## src/assert_macros.svh

```systemverilog
// assertion macros used by the frame parser module
`ifndef ASSERT_MACROS_SVH
`define ASSERT_MACROS_SVH

`ifndef SYNTHESIS
`define FRR_ASSERT(lbl, clk, rst, prop, msg) \
   lbl: assert property (@(posedge clk) disable iff (rst) prop) else $error(msg);
`define FRR_NEVER(lbl, clk, rst, cond, msg) \
   lbl: assert property (@(posedge clk) disable iff (rst) !(cond)) else $error(msg);
`else
`define FRR_ASSERT(lbl, clk, rst, prop, msg)
`define FRR_NEVER(lbl, clk, rst, cond, msg)
`endif

`endif

```

## src/frr_pkg.sv

```systemverilog
// types and constants of the framed response receiver
package frr_pkg;

   localparam int unsigned MAX_DATA     = 8;
   localparam int unsigned COUNT_W      = $clog2(MAX_DATA + 1);
   localparam int unsigned FIRST_DATA_N = 3;
   localparam int unsigned BYTE_W       = 8;
   localparam int unsigned TICK_W       = 16;

   localparam logic [BYTE_W-1:0]  MAX_LEN    = BYTE_W'(MAX_DATA);
   localparam logic [BYTE_W-1:0]  STATUS_LEN = BYTE_W'(FIRST_DATA_N);
   localparam logic [COUNT_W-1:0] FIRST_N_C  = COUNT_W'(FIRST_DATA_N);

   // item kinds
   localparam logic KIND_BYTE = 1'b0;
   localparam logic KIND_TICK = 1'b1;

   // result codes
   localparam logic [2:0] RC_OK        = 3'd0;
   localparam logic [2:0] RC_TOO_LONG  = 3'd1;
   localparam logic [2:0] RC_BAD_END   = 3'd2;
   localparam logic [2:0] RC_BAD_CHECK = 3'd3;
   localparam logic [2:0] RC_TIMEOUT   = 3'd4;

   // register indexes
   localparam logic [1:0] REG_START_BYTE  = 2'd0;
   localparam logic [1:0] REG_END_BYTE    = 2'd1;
   localparam logic [1:0] REG_STATUS_CMD  = 2'd2;
   localparam logic [1:0] REG_TIMEOUT     = 2'd3;

   typedef enum logic [2:0] {
      PH_HUNT,
      PH_LEN,
      PH_CMD,
      PH_DATA,
      PH_CHK,
      PH_END
   } phase_type;

   typedef struct packed {
      logic              command;
      logic [BYTE_W-1:0] rx_byte;
   } item_type;

   typedef struct packed {
      logic [BYTE_W-1:0] start_byte;
      logic [BYTE_W-1:0] end_byte;
      logic [BYTE_W-1:0] status_command;
      logic [TICK_W-1:0] timeout_ticks;
   } cfg_type;

   typedef struct packed {
      logic [2:0]        result_code;
      logic [BYTE_W-1:0] command_code;
      logic [BYTE_W-1:0] frame_length;
      logic              status_valid;
      logic [BYTE_W-1:0] fan_speed;
      logic [BYTE_W-1:0] valve_state;
      logic [BYTE_W-1:0] siren_state;
   } result_type;

endpackage

```

## src/framed_response_receiver_unit.sv

```systemverilog
// framed response receiver: start/end framed byte parser with xor checksum
//
// req channel carries one beat per received uart byte or millisecond tick:
// tuser is the kind (0 byte, 1 tick) and tdata the byte. the parser hunts
// for the start byte, then takes length, command, data, checksum and end
// byte. a result beat on the rsp channel reports each finished frame: ok,
// length too long (right after the command byte), bad end byte, bad
// checksum, or a timeout when the tick gap inside a frame exceeds the limit.
// a request beat passes through the input register, then through the
// parser into the result register. one beat is accepted every cycle while
// no result waits on a stalled rsp channel; the parser state registers
// feed back through the parser logic.
// when the receiver holds rsp_tready low with a result waiting, the input
// register takes one more beat only if it is empty, then req_tready stays
// low until the result is taken. reset puts the parser back to hunting,
// empties both registers and loads the default register values (start 2,
// end 3, status command 0, timeout 100 ticks). the user must write the
// registers through the csr port while the block is idle; no check exists.
module framed_response_receiver_unit (
   input  logic        clock,
   input  logic        reset,
   input  logic        req_tvalid,
   output logic        req_tready,
   input  logic [7:0]  req_tdata,   // rx_byte
   input  logic        req_tuser,   // command (item kind)
   output logic        rsp_tvalid,
   input  logic        rsp_tready,
   output logic [39:0] rsp_tdata,   // command_code, frame_length, fan_speed, valve_state, siren_state
   output logic [3:0]  rsp_tuser,   // result_code, status_valid
   input  logic        csr_we,
   input  logic [1:0]  csr_index,
   input  logic [15:0] csr_wdata
);

   frr_pkg::cfg_type    cfg;
   frr_pkg::item_type   req_item;
   frr_pkg::item_type   item;
   frr_pkg::result_type result;
   frr_pkg::result_type rsp_result;
   logic                item_valid;
   logic                take;
   logic                step;
   logic                res_valid;

   assign req_item.command = req_tuser;
   assign req_item.rx_byte = req_tdata;
   assign step             = item_valid && take;

   frr_csr u_csr (
      .clock     (clock),
      .reset     (reset),
      .csr_we    (csr_we),
      .csr_index (csr_index),
      .csr_wdata (csr_wdata),
      .cfg       (cfg)
   );

   frr_in_stage u_in (
      .clock      (clock),
      .reset      (reset),
      .req_tvalid (req_tvalid),
      .req_tready (req_tready),
      .req_item   (req_item),
      .take       (take),
      .item_valid (item_valid),
      .item       (item)
   );

   frr_parser u_parser (
      .clock     (clock),
      .reset     (reset),
      .cfg       (cfg),
      .step      (step),
      .item      (item),
      .res_valid (res_valid),
      .result    (result)
   );

   frr_out_stage u_out (
      .clock      (clock),
      .reset      (reset),
      .step       (step),
      .res_valid  (res_valid),
      .result     (result),
      .take       (take),
      .rsp_tvalid (rsp_tvalid),
      .rsp_tready (rsp_tready),
      .rsp_result (rsp_result)
   );

   assign rsp_tdata = {rsp_result.siren_state, rsp_result.valve_state, rsp_result.fan_speed,
                       rsp_result.frame_length, rsp_result.command_code};
   assign rsp_tuser = {rsp_result.status_valid, rsp_result.result_code};

endmodule

```

## src/frr_csr.sv

```systemverilog
// configuration registers of the framed response receiver
module frr_csr (
   input  logic                          clock,
   input  logic                          reset,
   input  logic                          csr_we,
   input  logic [1:0]                    csr_index,
   input  logic [frr_pkg::TICK_W-1:0]    csr_wdata,
   output frr_pkg::cfg_type              cfg
);

   frr_pkg::cfg_type cfg_ff;
   frr_pkg::cfg_type cfg_in;

   always_comb begin
      cfg_in = cfg_ff;
      if (csr_we) begin
         unique case (csr_index)
            frr_pkg::REG_START_BYTE: cfg_in.start_byte     = csr_wdata[frr_pkg::BYTE_W-1:0];
            frr_pkg::REG_END_BYTE:   cfg_in.end_byte       = csr_wdata[frr_pkg::BYTE_W-1:0];
            frr_pkg::REG_STATUS_CMD: cfg_in.status_command = csr_wdata[frr_pkg::BYTE_W-1:0];
            frr_pkg::REG_TIMEOUT:    cfg_in.timeout_ticks  = csr_wdata;
            default:                 cfg_in = cfg_ff;
         endcase
      end
   end

   always_ff @(posedge clock) begin
      if (reset) begin
         cfg_ff.start_byte     <= 8'd2;
         cfg_ff.end_byte       <= 8'd3;
         cfg_ff.status_command <= 8'd0;
         cfg_ff.timeout_ticks  <= 16'd100;
      end else begin
         cfg_ff <= cfg_in;
      end
   end

   assign cfg = cfg_ff;

endmodule

```

## src/frr_in_stage.sv

```systemverilog
// input register stage: holds one received beat until the parser takes it
module frr_in_stage (
   input  logic               clock,
   input  logic               reset,
   input  logic               req_tvalid,
   output logic               req_tready,
   input  frr_pkg::item_type  req_item,
   input  logic               take,
   output logic               item_valid,
   output frr_pkg::item_type  item
);

   logic              valid_ff;
   logic              valid_in;
   frr_pkg::item_type item_ff;
   logic              load;

   assign req_tready = !valid_ff || take;
   assign load       = req_tvalid && req_tready;

   always_comb begin
      if (load) begin
         valid_in = 1'b1;
      end else if (take) begin
         valid_in = 1'b0;
      end else begin
         valid_in = valid_ff;
      end
   end

   always_ff @(posedge clock) begin
      if (reset) begin
         valid_ff <= 1'b0;
      end else begin
         valid_ff <= valid_in;
      end
   end

   always_ff @(posedge clock) begin
      if (load) begin
         item_ff <= req_item;
      end
   end

   assign item_valid = valid_ff;
   assign item       = item_ff;

endmodule

```

## src/frr_parser.sv

```systemverilog
// frame parser: state machine over bytes and ticks, one beat per step
`include "assert_macros.svh"

module frr_parser (
   input  logic                 clock,
   input  logic                 reset,
   input  frr_pkg::cfg_type     cfg,
   input  logic                 step,
   input  frr_pkg::item_type    item,
   output logic                 res_valid,
   output frr_pkg::result_type  result
);

   frr_pkg::phase_type                phase_ff, phase_in;
   logic [frr_pkg::BYTE_W-1:0]        len_ff, len_in;
   logic [frr_pkg::BYTE_W-1:0]        cmd_ff, cmd_in;
   logic [frr_pkg::BYTE_W-1:0]        xor_ff, xor_in;
   logic [frr_pkg::COUNT_W-1:0]       count_ff, count_in;
   logic [frr_pkg::BYTE_W-1:0]        data_ff [frr_pkg::FIRST_DATA_N];
   logic [frr_pkg::BYTE_W-1:0]        data_in [frr_pkg::FIRST_DATA_N];
   logic [frr_pkg::BYTE_W-1:0]        check_ff, check_in;
   logic [frr_pkg::TICK_W-1:0]        gap_ff, gap_in;
   logic [2:0]                        res_code;
   logic                              status_ok;
   logic [frr_pkg::BYTE_W-1:0]        b;

   assign b = item.rx_byte;

   always_comb begin
      phase_in  = phase_ff;
      len_in    = len_ff;
      cmd_in    = cmd_ff;
      xor_in    = xor_ff;
      count_in  = count_ff;
      data_in   = data_ff;
      check_in  = check_ff;
      gap_in    = gap_ff;
      res_valid = 1'b0;
      res_code  = frr_pkg::RC_OK;
      status_ok = 1'b0;
      if (item.command == frr_pkg::KIND_TICK) begin
         // ticks only count while inside a frame
         if (phase_ff != frr_pkg::PH_HUNT) begin
            gap_in = (gap_ff == '1) ? gap_ff : gap_ff + 1'b1;
            if (gap_in > cfg.timeout_ticks) begin
               res_valid = 1'b1;
               res_code  = frr_pkg::RC_TIMEOUT;
               phase_in  = frr_pkg::PH_HUNT;
            end
         end
      end else begin
         gap_in = '0;
         unique case (phase_ff)
            frr_pkg::PH_HUNT: begin
               if (b == cfg.start_byte) begin
                  len_in   = '0;
                  cmd_in   = '0;
                  xor_in   = '0;
                  count_in = '0;
                  check_in = '0;
                  for (int i = 0; i < frr_pkg::FIRST_DATA_N; i++) begin
                     data_in[i] = '0;
                  end
                  phase_in = frr_pkg::PH_LEN;
               end
            end
            frr_pkg::PH_LEN: begin
               len_in   = b;
               phase_in = frr_pkg::PH_CMD;
            end
            frr_pkg::PH_CMD: begin
               cmd_in = b;
               xor_in = b;
               if (len_ff > frr_pkg::MAX_LEN) begin
                  res_valid = 1'b1;
                  res_code  = frr_pkg::RC_TOO_LONG;
                  phase_in  = frr_pkg::PH_HUNT;
               end else if (len_ff == '0) begin
                  phase_in = frr_pkg::PH_CHK;
               end else begin
                  phase_in = frr_pkg::PH_DATA;
               end
            end
            frr_pkg::PH_DATA: begin
               if (count_ff < frr_pkg::FIRST_N_C) begin
                  data_in[count_ff[1:0]] = b;
               end
               xor_in   = xor_ff ^ b;
               count_in = count_ff + 1'b1;
               if (frr_pkg::BYTE_W'(count_in) >= len_ff) begin
                  phase_in = frr_pkg::PH_CHK;
               end
            end
            frr_pkg::PH_CHK: begin
               check_in = b;
               phase_in = frr_pkg::PH_END;
            end
            frr_pkg::PH_END: begin
               res_valid = 1'b1;
               phase_in  = frr_pkg::PH_HUNT;
               // bad end byte wins over a bad checksum
               if (b != cfg.end_byte) begin
                  res_code = frr_pkg::RC_BAD_END;
               end else if (check_ff != xor_ff) begin
                  res_code = frr_pkg::RC_BAD_CHECK;
               end else begin
                  res_code  = frr_pkg::RC_OK;
                  status_ok = (cmd_ff == cfg.status_command) && (len_ff == frr_pkg::STATUS_LEN);
               end
            end
            default: begin
               phase_in = frr_pkg::PH_HUNT;
            end
         endcase
      end
   end

   always_comb begin
      result.result_code  = res_code;
      result.command_code = cmd_in;
      result.frame_length = len_in;
      result.status_valid = status_ok;
      result.fan_speed    = status_ok ? data_ff[0] : '0;
      result.valve_state  = status_ok ? data_ff[1] : '0;
      result.siren_state  = status_ok ? data_ff[2] : '0;
   end

   always_ff @(posedge clock) begin
      if (reset) begin
         phase_ff <= frr_pkg::PH_HUNT;
         gap_ff   <= '0;
         count_ff <= '0;
         len_ff   <= '0;
      end else if (step) begin
         phase_ff <= phase_in;
         gap_ff   <= gap_in;
         count_ff <= count_in;
         len_ff   <= len_in;
      end
   end

   always_ff @(posedge clock) begin
      if (step) begin
         cmd_ff   <= cmd_in;
         xor_ff   <= xor_in;
         check_ff <= check_in;
         data_ff  <= data_in;
      end
   end

   `FRR_ASSERT(a_result_rehunts, clock, reset, step && res_valid |=> phase_ff == frr_pkg::PH_HUNT, "parser did not return to hunting after a result")
   `FRR_NEVER(a_count_below_len, clock, reset, phase_ff == frr_pkg::PH_DATA && frr_pkg::BYTE_W'(count_ff) >= len_ff, "data count reached frame length while in data phase")
   `FRR_NEVER(a_data_len_bound, clock, reset, phase_ff == frr_pkg::PH_DATA && (len_ff > frr_pkg::MAX_LEN || len_ff == '0), "data phase entered with a length out of range")
   `FRR_NEVER(a_status_only_ok, clock, reset, res_valid && result.status_valid && result.result_code != frr_pkg::RC_OK, "status reported on a failed frame")

endmodule

```

## src/frr_out_stage.sv

```systemverilog
// result register: holds one result beat until the receiver takes it
module frr_out_stage (
   input  logic                 clock,
   input  logic                 reset,
   input  logic                 step,
   input  logic                 res_valid,
   input  frr_pkg::result_type  result,
   output logic                 take,
   output logic                 rsp_tvalid,
   input  logic                 rsp_tready,
   output frr_pkg::result_type  rsp_result
);

   logic                valid_ff;
   logic                valid_in;
   frr_pkg::result_type result_ff;
   logic                load;

   assign take = !valid_ff || rsp_tready;
   assign load = step && res_valid;

   always_comb begin
      if (take) begin
         valid_in = load;
      end else begin
         valid_in = valid_ff;
      end
   end

   always_ff @(posedge clock) begin
      if (reset) begin
         valid_ff <= 1'b0;
      end else begin
         valid_ff <= valid_in;
      end
   end

   always_ff @(posedge clock) begin
      if (load) begin
         result_ff <= result;
      end
   end

   assign rsp_tvalid = valid_ff;
   assign rsp_result = result_ff;

endmodule

```

## config.mk

```make
export PLATFORM = sky130hd
export DESIGN_NAME = framed_response_receiver_unit
export DESIGN_NICKNAME = d
export VERILOG_FILES = /design/src/frr_pkg.sv /design/src/framed_response_receiver_unit.sv /design/src/frr_csr.sv /design/src/frr_in_stage.sv /design/src/frr_parser.sv /design/src/frr_out_stage.sv
export VERILOG_INCLUDE_DIRS = /design/src /design/src/src
export SDC_FILE = /design/constraint.sdc
export NUM_CORES = 1
export LEC_CHECK = 0
export ABC_AREA = 1
export BUFFER_PORTS_ARGS = -buffer_cell sky130_fd_sc_hd__buf_4
export CAP_MARGIN = 15
export CELL_PAD_IN_SITES_DETAIL_PLACEMENT = 1
export CELL_PAD_IN_SITES_GLOBAL_PLACEMENT = 2
export CORE_MARGIN = 4
export CORE_UTILIZATION = 35
export DETAILED_ROUTE_END_ITERATION = 10
export PLACE_DENSITY_LB_ADDON = 0.2
export SLEW_MARGIN = 20
export SYNTH_ARGS = -nofsm -noshare
export SYNTH_HDL_FRONTEND = slang
export SYNTH_HIERARCHICAL = 1
export SYNTH_SLANG_ARGS = --single-unit
```

## constraint.sdc

```tcl
create_clock -name clock -period 4.1 [get_ports clock]
set_clock_uncertainty 0.15 [all_clocks]
set_input_delay 0.205 -clock clock [delete_from_list [all_inputs] [get_ports clock]]
set_output_delay 0.205 -clock clock [all_outputs]
set_load 0.005 [all_outputs]
```

==> flow_metrics.tcl <==
set metrics [dict create \
    synthSimpleGateAreaFrac_pct 23.77 \
    yosys.area.top_type "edfxtp_1" \
    ys_seq_area_share_pct 51.20 \
    post-cts-setup-buffers 0 \
    grt_pass1_vias 7313 \
    drt_pass1_iterations 4 \
    synth_xor_area_share_pct 2.993 \
    routed_wl_um 24240 \
    p_int_w 0.002849 \
    synthTopCellsByArea "edfxtp_1 (35%), dfxtp_1 (17%), nand2_1 (12%)" \
    hold_depth 2 \
    nNetsFinal 1240 \
    vias_per_cell 4.695 \
    netSwitchingFraction_pct 25.79 \
    reg2reg_to "u_out/rsp_result[3]" \
    p_leak_nw 4.774 \
    num_vias 7137 \
    r2r_cells 22 \
    ys_warn_count 6 \
    grt_pass1_wl_um 39100 \
    num_rows 57 \
    cts_sinks 174 \
    muxShareOfSynthArea_pct 0 \
    die-height_um 166.4 \
    cpPeakStageDelay_ps 410 \
    ios 78 \
    final_hold_viol_count 0 \
    synth_top_family_by_area "simple AND/OR/NAND/NOR gates" \
    endpoint_kind "register" \
    core_area_um2 24460 \
    p_per_area_nw_per_um2 363.8 \
    drv_cap 0 \
    tightest_slew_ps 1081 \
    synth.most_common_cell "nand2_1" \
    syn_to_final_growth_pct 20.24 \
    synth-edff-count 101 \
    min_from "reset" \
    postSynth.asyncResetShare_pct 0 \
    drc 0 \
    required_ps 4070 \
    synth_compound_area_share_pct 7.910 \
    clock_power_share_pct 43.9 \
    first_iter_violations 374 \
    fmaxAchievable_ghz 0.2804 \
    cpMostUsedCell "nand2_1" \
    grt_max_degree 40 \
    finalSetupTns_ps 0 \
    port_buffers 77 \
    synth_top_area_share_pct 34.55 \
    insertedDiodeCount 0 \
    post-dp-hpwl_um 17210 \
    p_seq_share_pct 49.6 \
    die_w_um 166.4 \
    critPathMaxFanout 39 \
    startpoint_type "register" \
    cp.arrival_ps 3540 \
    crit_buf_inv 3 \
    syn_area_um2 8778 \
    synth_fp_nets 1146 \
    cp_cell_sequence "ha_1, nand2_1, nor2_1, nand2_1, nor2_1, inv_2, nor2_1, nor2_1, ha_1, nand2_1, nand2_1, nand2_1, nand2_1, nand2_1, nand2_1, nand2_1, nand2_1, nand2_1, o211ai_1, nand2_1, inv_2, buf_12" \
    die_area_um2 27680 \
    antenna_found_initial 0 \
    htree_levels 4 \
    insertion_delay_ps 440 \
    layout.area.seq_um2 4494 \
    ys_seq_elements 174 \
    path_clk_slew_ps 80 \
    rsz0062_at_grt "no" \
    regToRegSetupSlack_ps 530 \
    numCtsBuffers 17 \
    layout_min_cycle_time_ps 3566 \
    wire_per_inst_um 15.95 \
    drive_above_1_share_pct 12.71 \
    ys_top_cells_by_count "nand2_1 (281), inv_1 (185), nor2_1 (145)" \
    synth_cells 1089 \
    r2r-start "u_parser/gap_ff[0]" \
    grt_usage_pct 17.71 \
    combPwrFrac_pct 6.5 \
    tritoncts "yes" \
    synthFlopType "edfxtp_1" \
    fin_crit_sh_pct 86.97 \
    vdd_drop_max_mv 0.2481 \
    final_antenna_net_count 0 \
    syn-mean-instance-area_um2 8.061 \
    gp_congestion 0.8127 \
    synth_cell_types 39 \
    fill_cells 2980 \
    start_util_pct 35.89 \
    crit_family "simple AND/OR/NAND/NOR gates" \
    utilization_pct 43.15 \
    multi_input_area_um2 3366 \
    min_to "u_in/item_valid" \
    status "complete, no violations" \
    p_sw_w 0.0009904 \
    slew_headroom_pct 27.68 \
    setup_violations 0 \
    globalRouteOverflowTotal 0 \
    synthAdderAreaFrac_pct 3.563 \
    hold_class "input port to register" \
    clock-root-buffer "clkbuf_16" \
    slowest_stage "dfxtp_1" \
    clockBufferDepth 2 \
    slew_viol_final 0 \
    path_class "register to register" \
]
per-stage QoR:
| stage | cells | power [W] | hold slack (ps) | area, um2 | setup slack [ps] |
|---|---|---|---|---|---|
| 5_1_grt | 1520 | 0.004013 | 40.19 | 10560 | 76.18 |
| 4_1_cts | 1520 | 0.003896 | 17.29 | 10550 | 415.1 |
| 3_5_place_dp | 1459 | 0.002172 | 234.9 | 9643 | 457.0 |
| 6_report | 1520 | 0.003840 | 35.26 | 10560 | 534.2 |
| 3_3_place_gp | 1459 | 0.002168 | 234.2 | 9643 | 600.0 |
| 2_1_floorplan | 1089 | 0.002078 | 117.4 | 8778 | 458.2 |
per-layer routing:
layer / global-route usage, % / wire length, um / vias to the layer above / share of wire [%]
met5: 0 / 0 / - / 0
met4: 4.945 / 370 / 0 / 1.5
met3: 3.118 / 767 / 26 / 3.2
met2: 30.47 / 11870 / 110 / 49
met1: 22.99 / 11230 / 3382 / 46
li1: - / - / 3619 / -
layout make-up:
| type | count | share of cell area [%] |
|---|---|---|
| tap | 324 | 3.841 |
| multi-input combinational | 682 | 31.89 |
| inverter | 193 | 6.863 |
| sequential | 174 | 42.58 |
| timing repair buffer | 115 | 8.985 |
| clock inverter | 15 | 1.814 |
| clock buffer | 17 | 4.030 |
layout by cell type, fill, tap and decap left out, types with 10 or more instances in the layout:
cell type        n
a21oi_1         44
xor2_1          13
nand3_1         36
buf_4           85
nand2_1        281
o32ai_1         12
xnor2_1         17
inv_1          183
dlygate4sd3_1   29
nor3_1          10
nor2_1         145
clkbuf_16       17
ha_1            25
o21ai_0         51
edfxtp_1       101
dfxtp_1         73
state kept, by name, indices dropped and copies added (netlist names), 3 cells and up:
name / cells
u_out/rsp_result: 44
u_parser/count_ff: 4
u_parser/data_ff: 24
u_parser/gap_ff: 16
u_parser/len_ff: 8
u_csr/cfg: 40
u_parser/xor_ff: 8
u_in/item: 9
u_parser/check_ff: 8
u_parser/cmd_ff: 8
u_parser/phase_ff: 3
worst register-to-register path, stage by stage (launching register included):
cell,delay [ps]
dfxtp_1,410
ha_1,210
nand2_1,80
nor2_1,200
nand2_1,140
nor2_1,240
inv_2,160
nor2_1,110
nor2_1,60
ha_1,290
nand2_1,50
nand2_1,50
nand2_1,50
nand2_1,50
nand2_1,50
nand2_1,60
nand2_1,60
nand2_1,50
nand2_1,80
o211ai_1,100
nand2_1,130
inv_2,190
buf_12,240
power by group through the flow:
stage	Combinational (W)	Clock [W]	Sequential, W
floorplan	0.000155	0	0.00192
global placement	0.000224	0	0.00194
detailed placement	0.000227	0	0.00195
CTS	0.000251	0.00174	0.00191
global route	0.000284	0.00182	0.00191
finish	0.000250	0.00169	0.00190
logic make-up (layout without fill, tap and decap cells):
kind of cell             count (synthesis)  after routing
buffers and inverters                  233            340
flip-flops                             174            174
AO/OA/AOI/OAI                          123            123
XOR/XNOR                                30             30
AND/OR/NAND/NOR                        504            504
adder cells (fa/ha/maj)                 25             25
worst max-delay path by stage:
stage / start / endpoint / slack, ps / cells past startpoint
3_3_place_gp: u_parser/gap_ff[0] / u_out/rsp_result[4] / 600 / 22
3_5_place_dp: u_parser/gap_ff[0] / u_out/rsp_result[15] / 460 / 22
6_report: u_parser/gap_ff[0] / u_out/rsp_result[3] / 530 / 22
4_1_cts: u_parser/gap_ff[0] / u_out/rsp_result[39] / 420 / 22
2_1_floorplan: u_parser/gap_ff[0] / u_out/rsp_result[0] / 460 / 19
5_1_grt: u_parser/gap_ff[0] / u_out/rsp_result[2] / 80 / 22
repair_timing:
| action | CTS | global route |
|---|---|---|
| resized for setup | 0 | 1 |
| endpoints found under the hold margin | 50 | 0 |
| endpoints found under the setup margin | 0 | 15 |
| hold buffers | 29 | 0 |
Note: power is estimated with default switching activity, not from simulation.
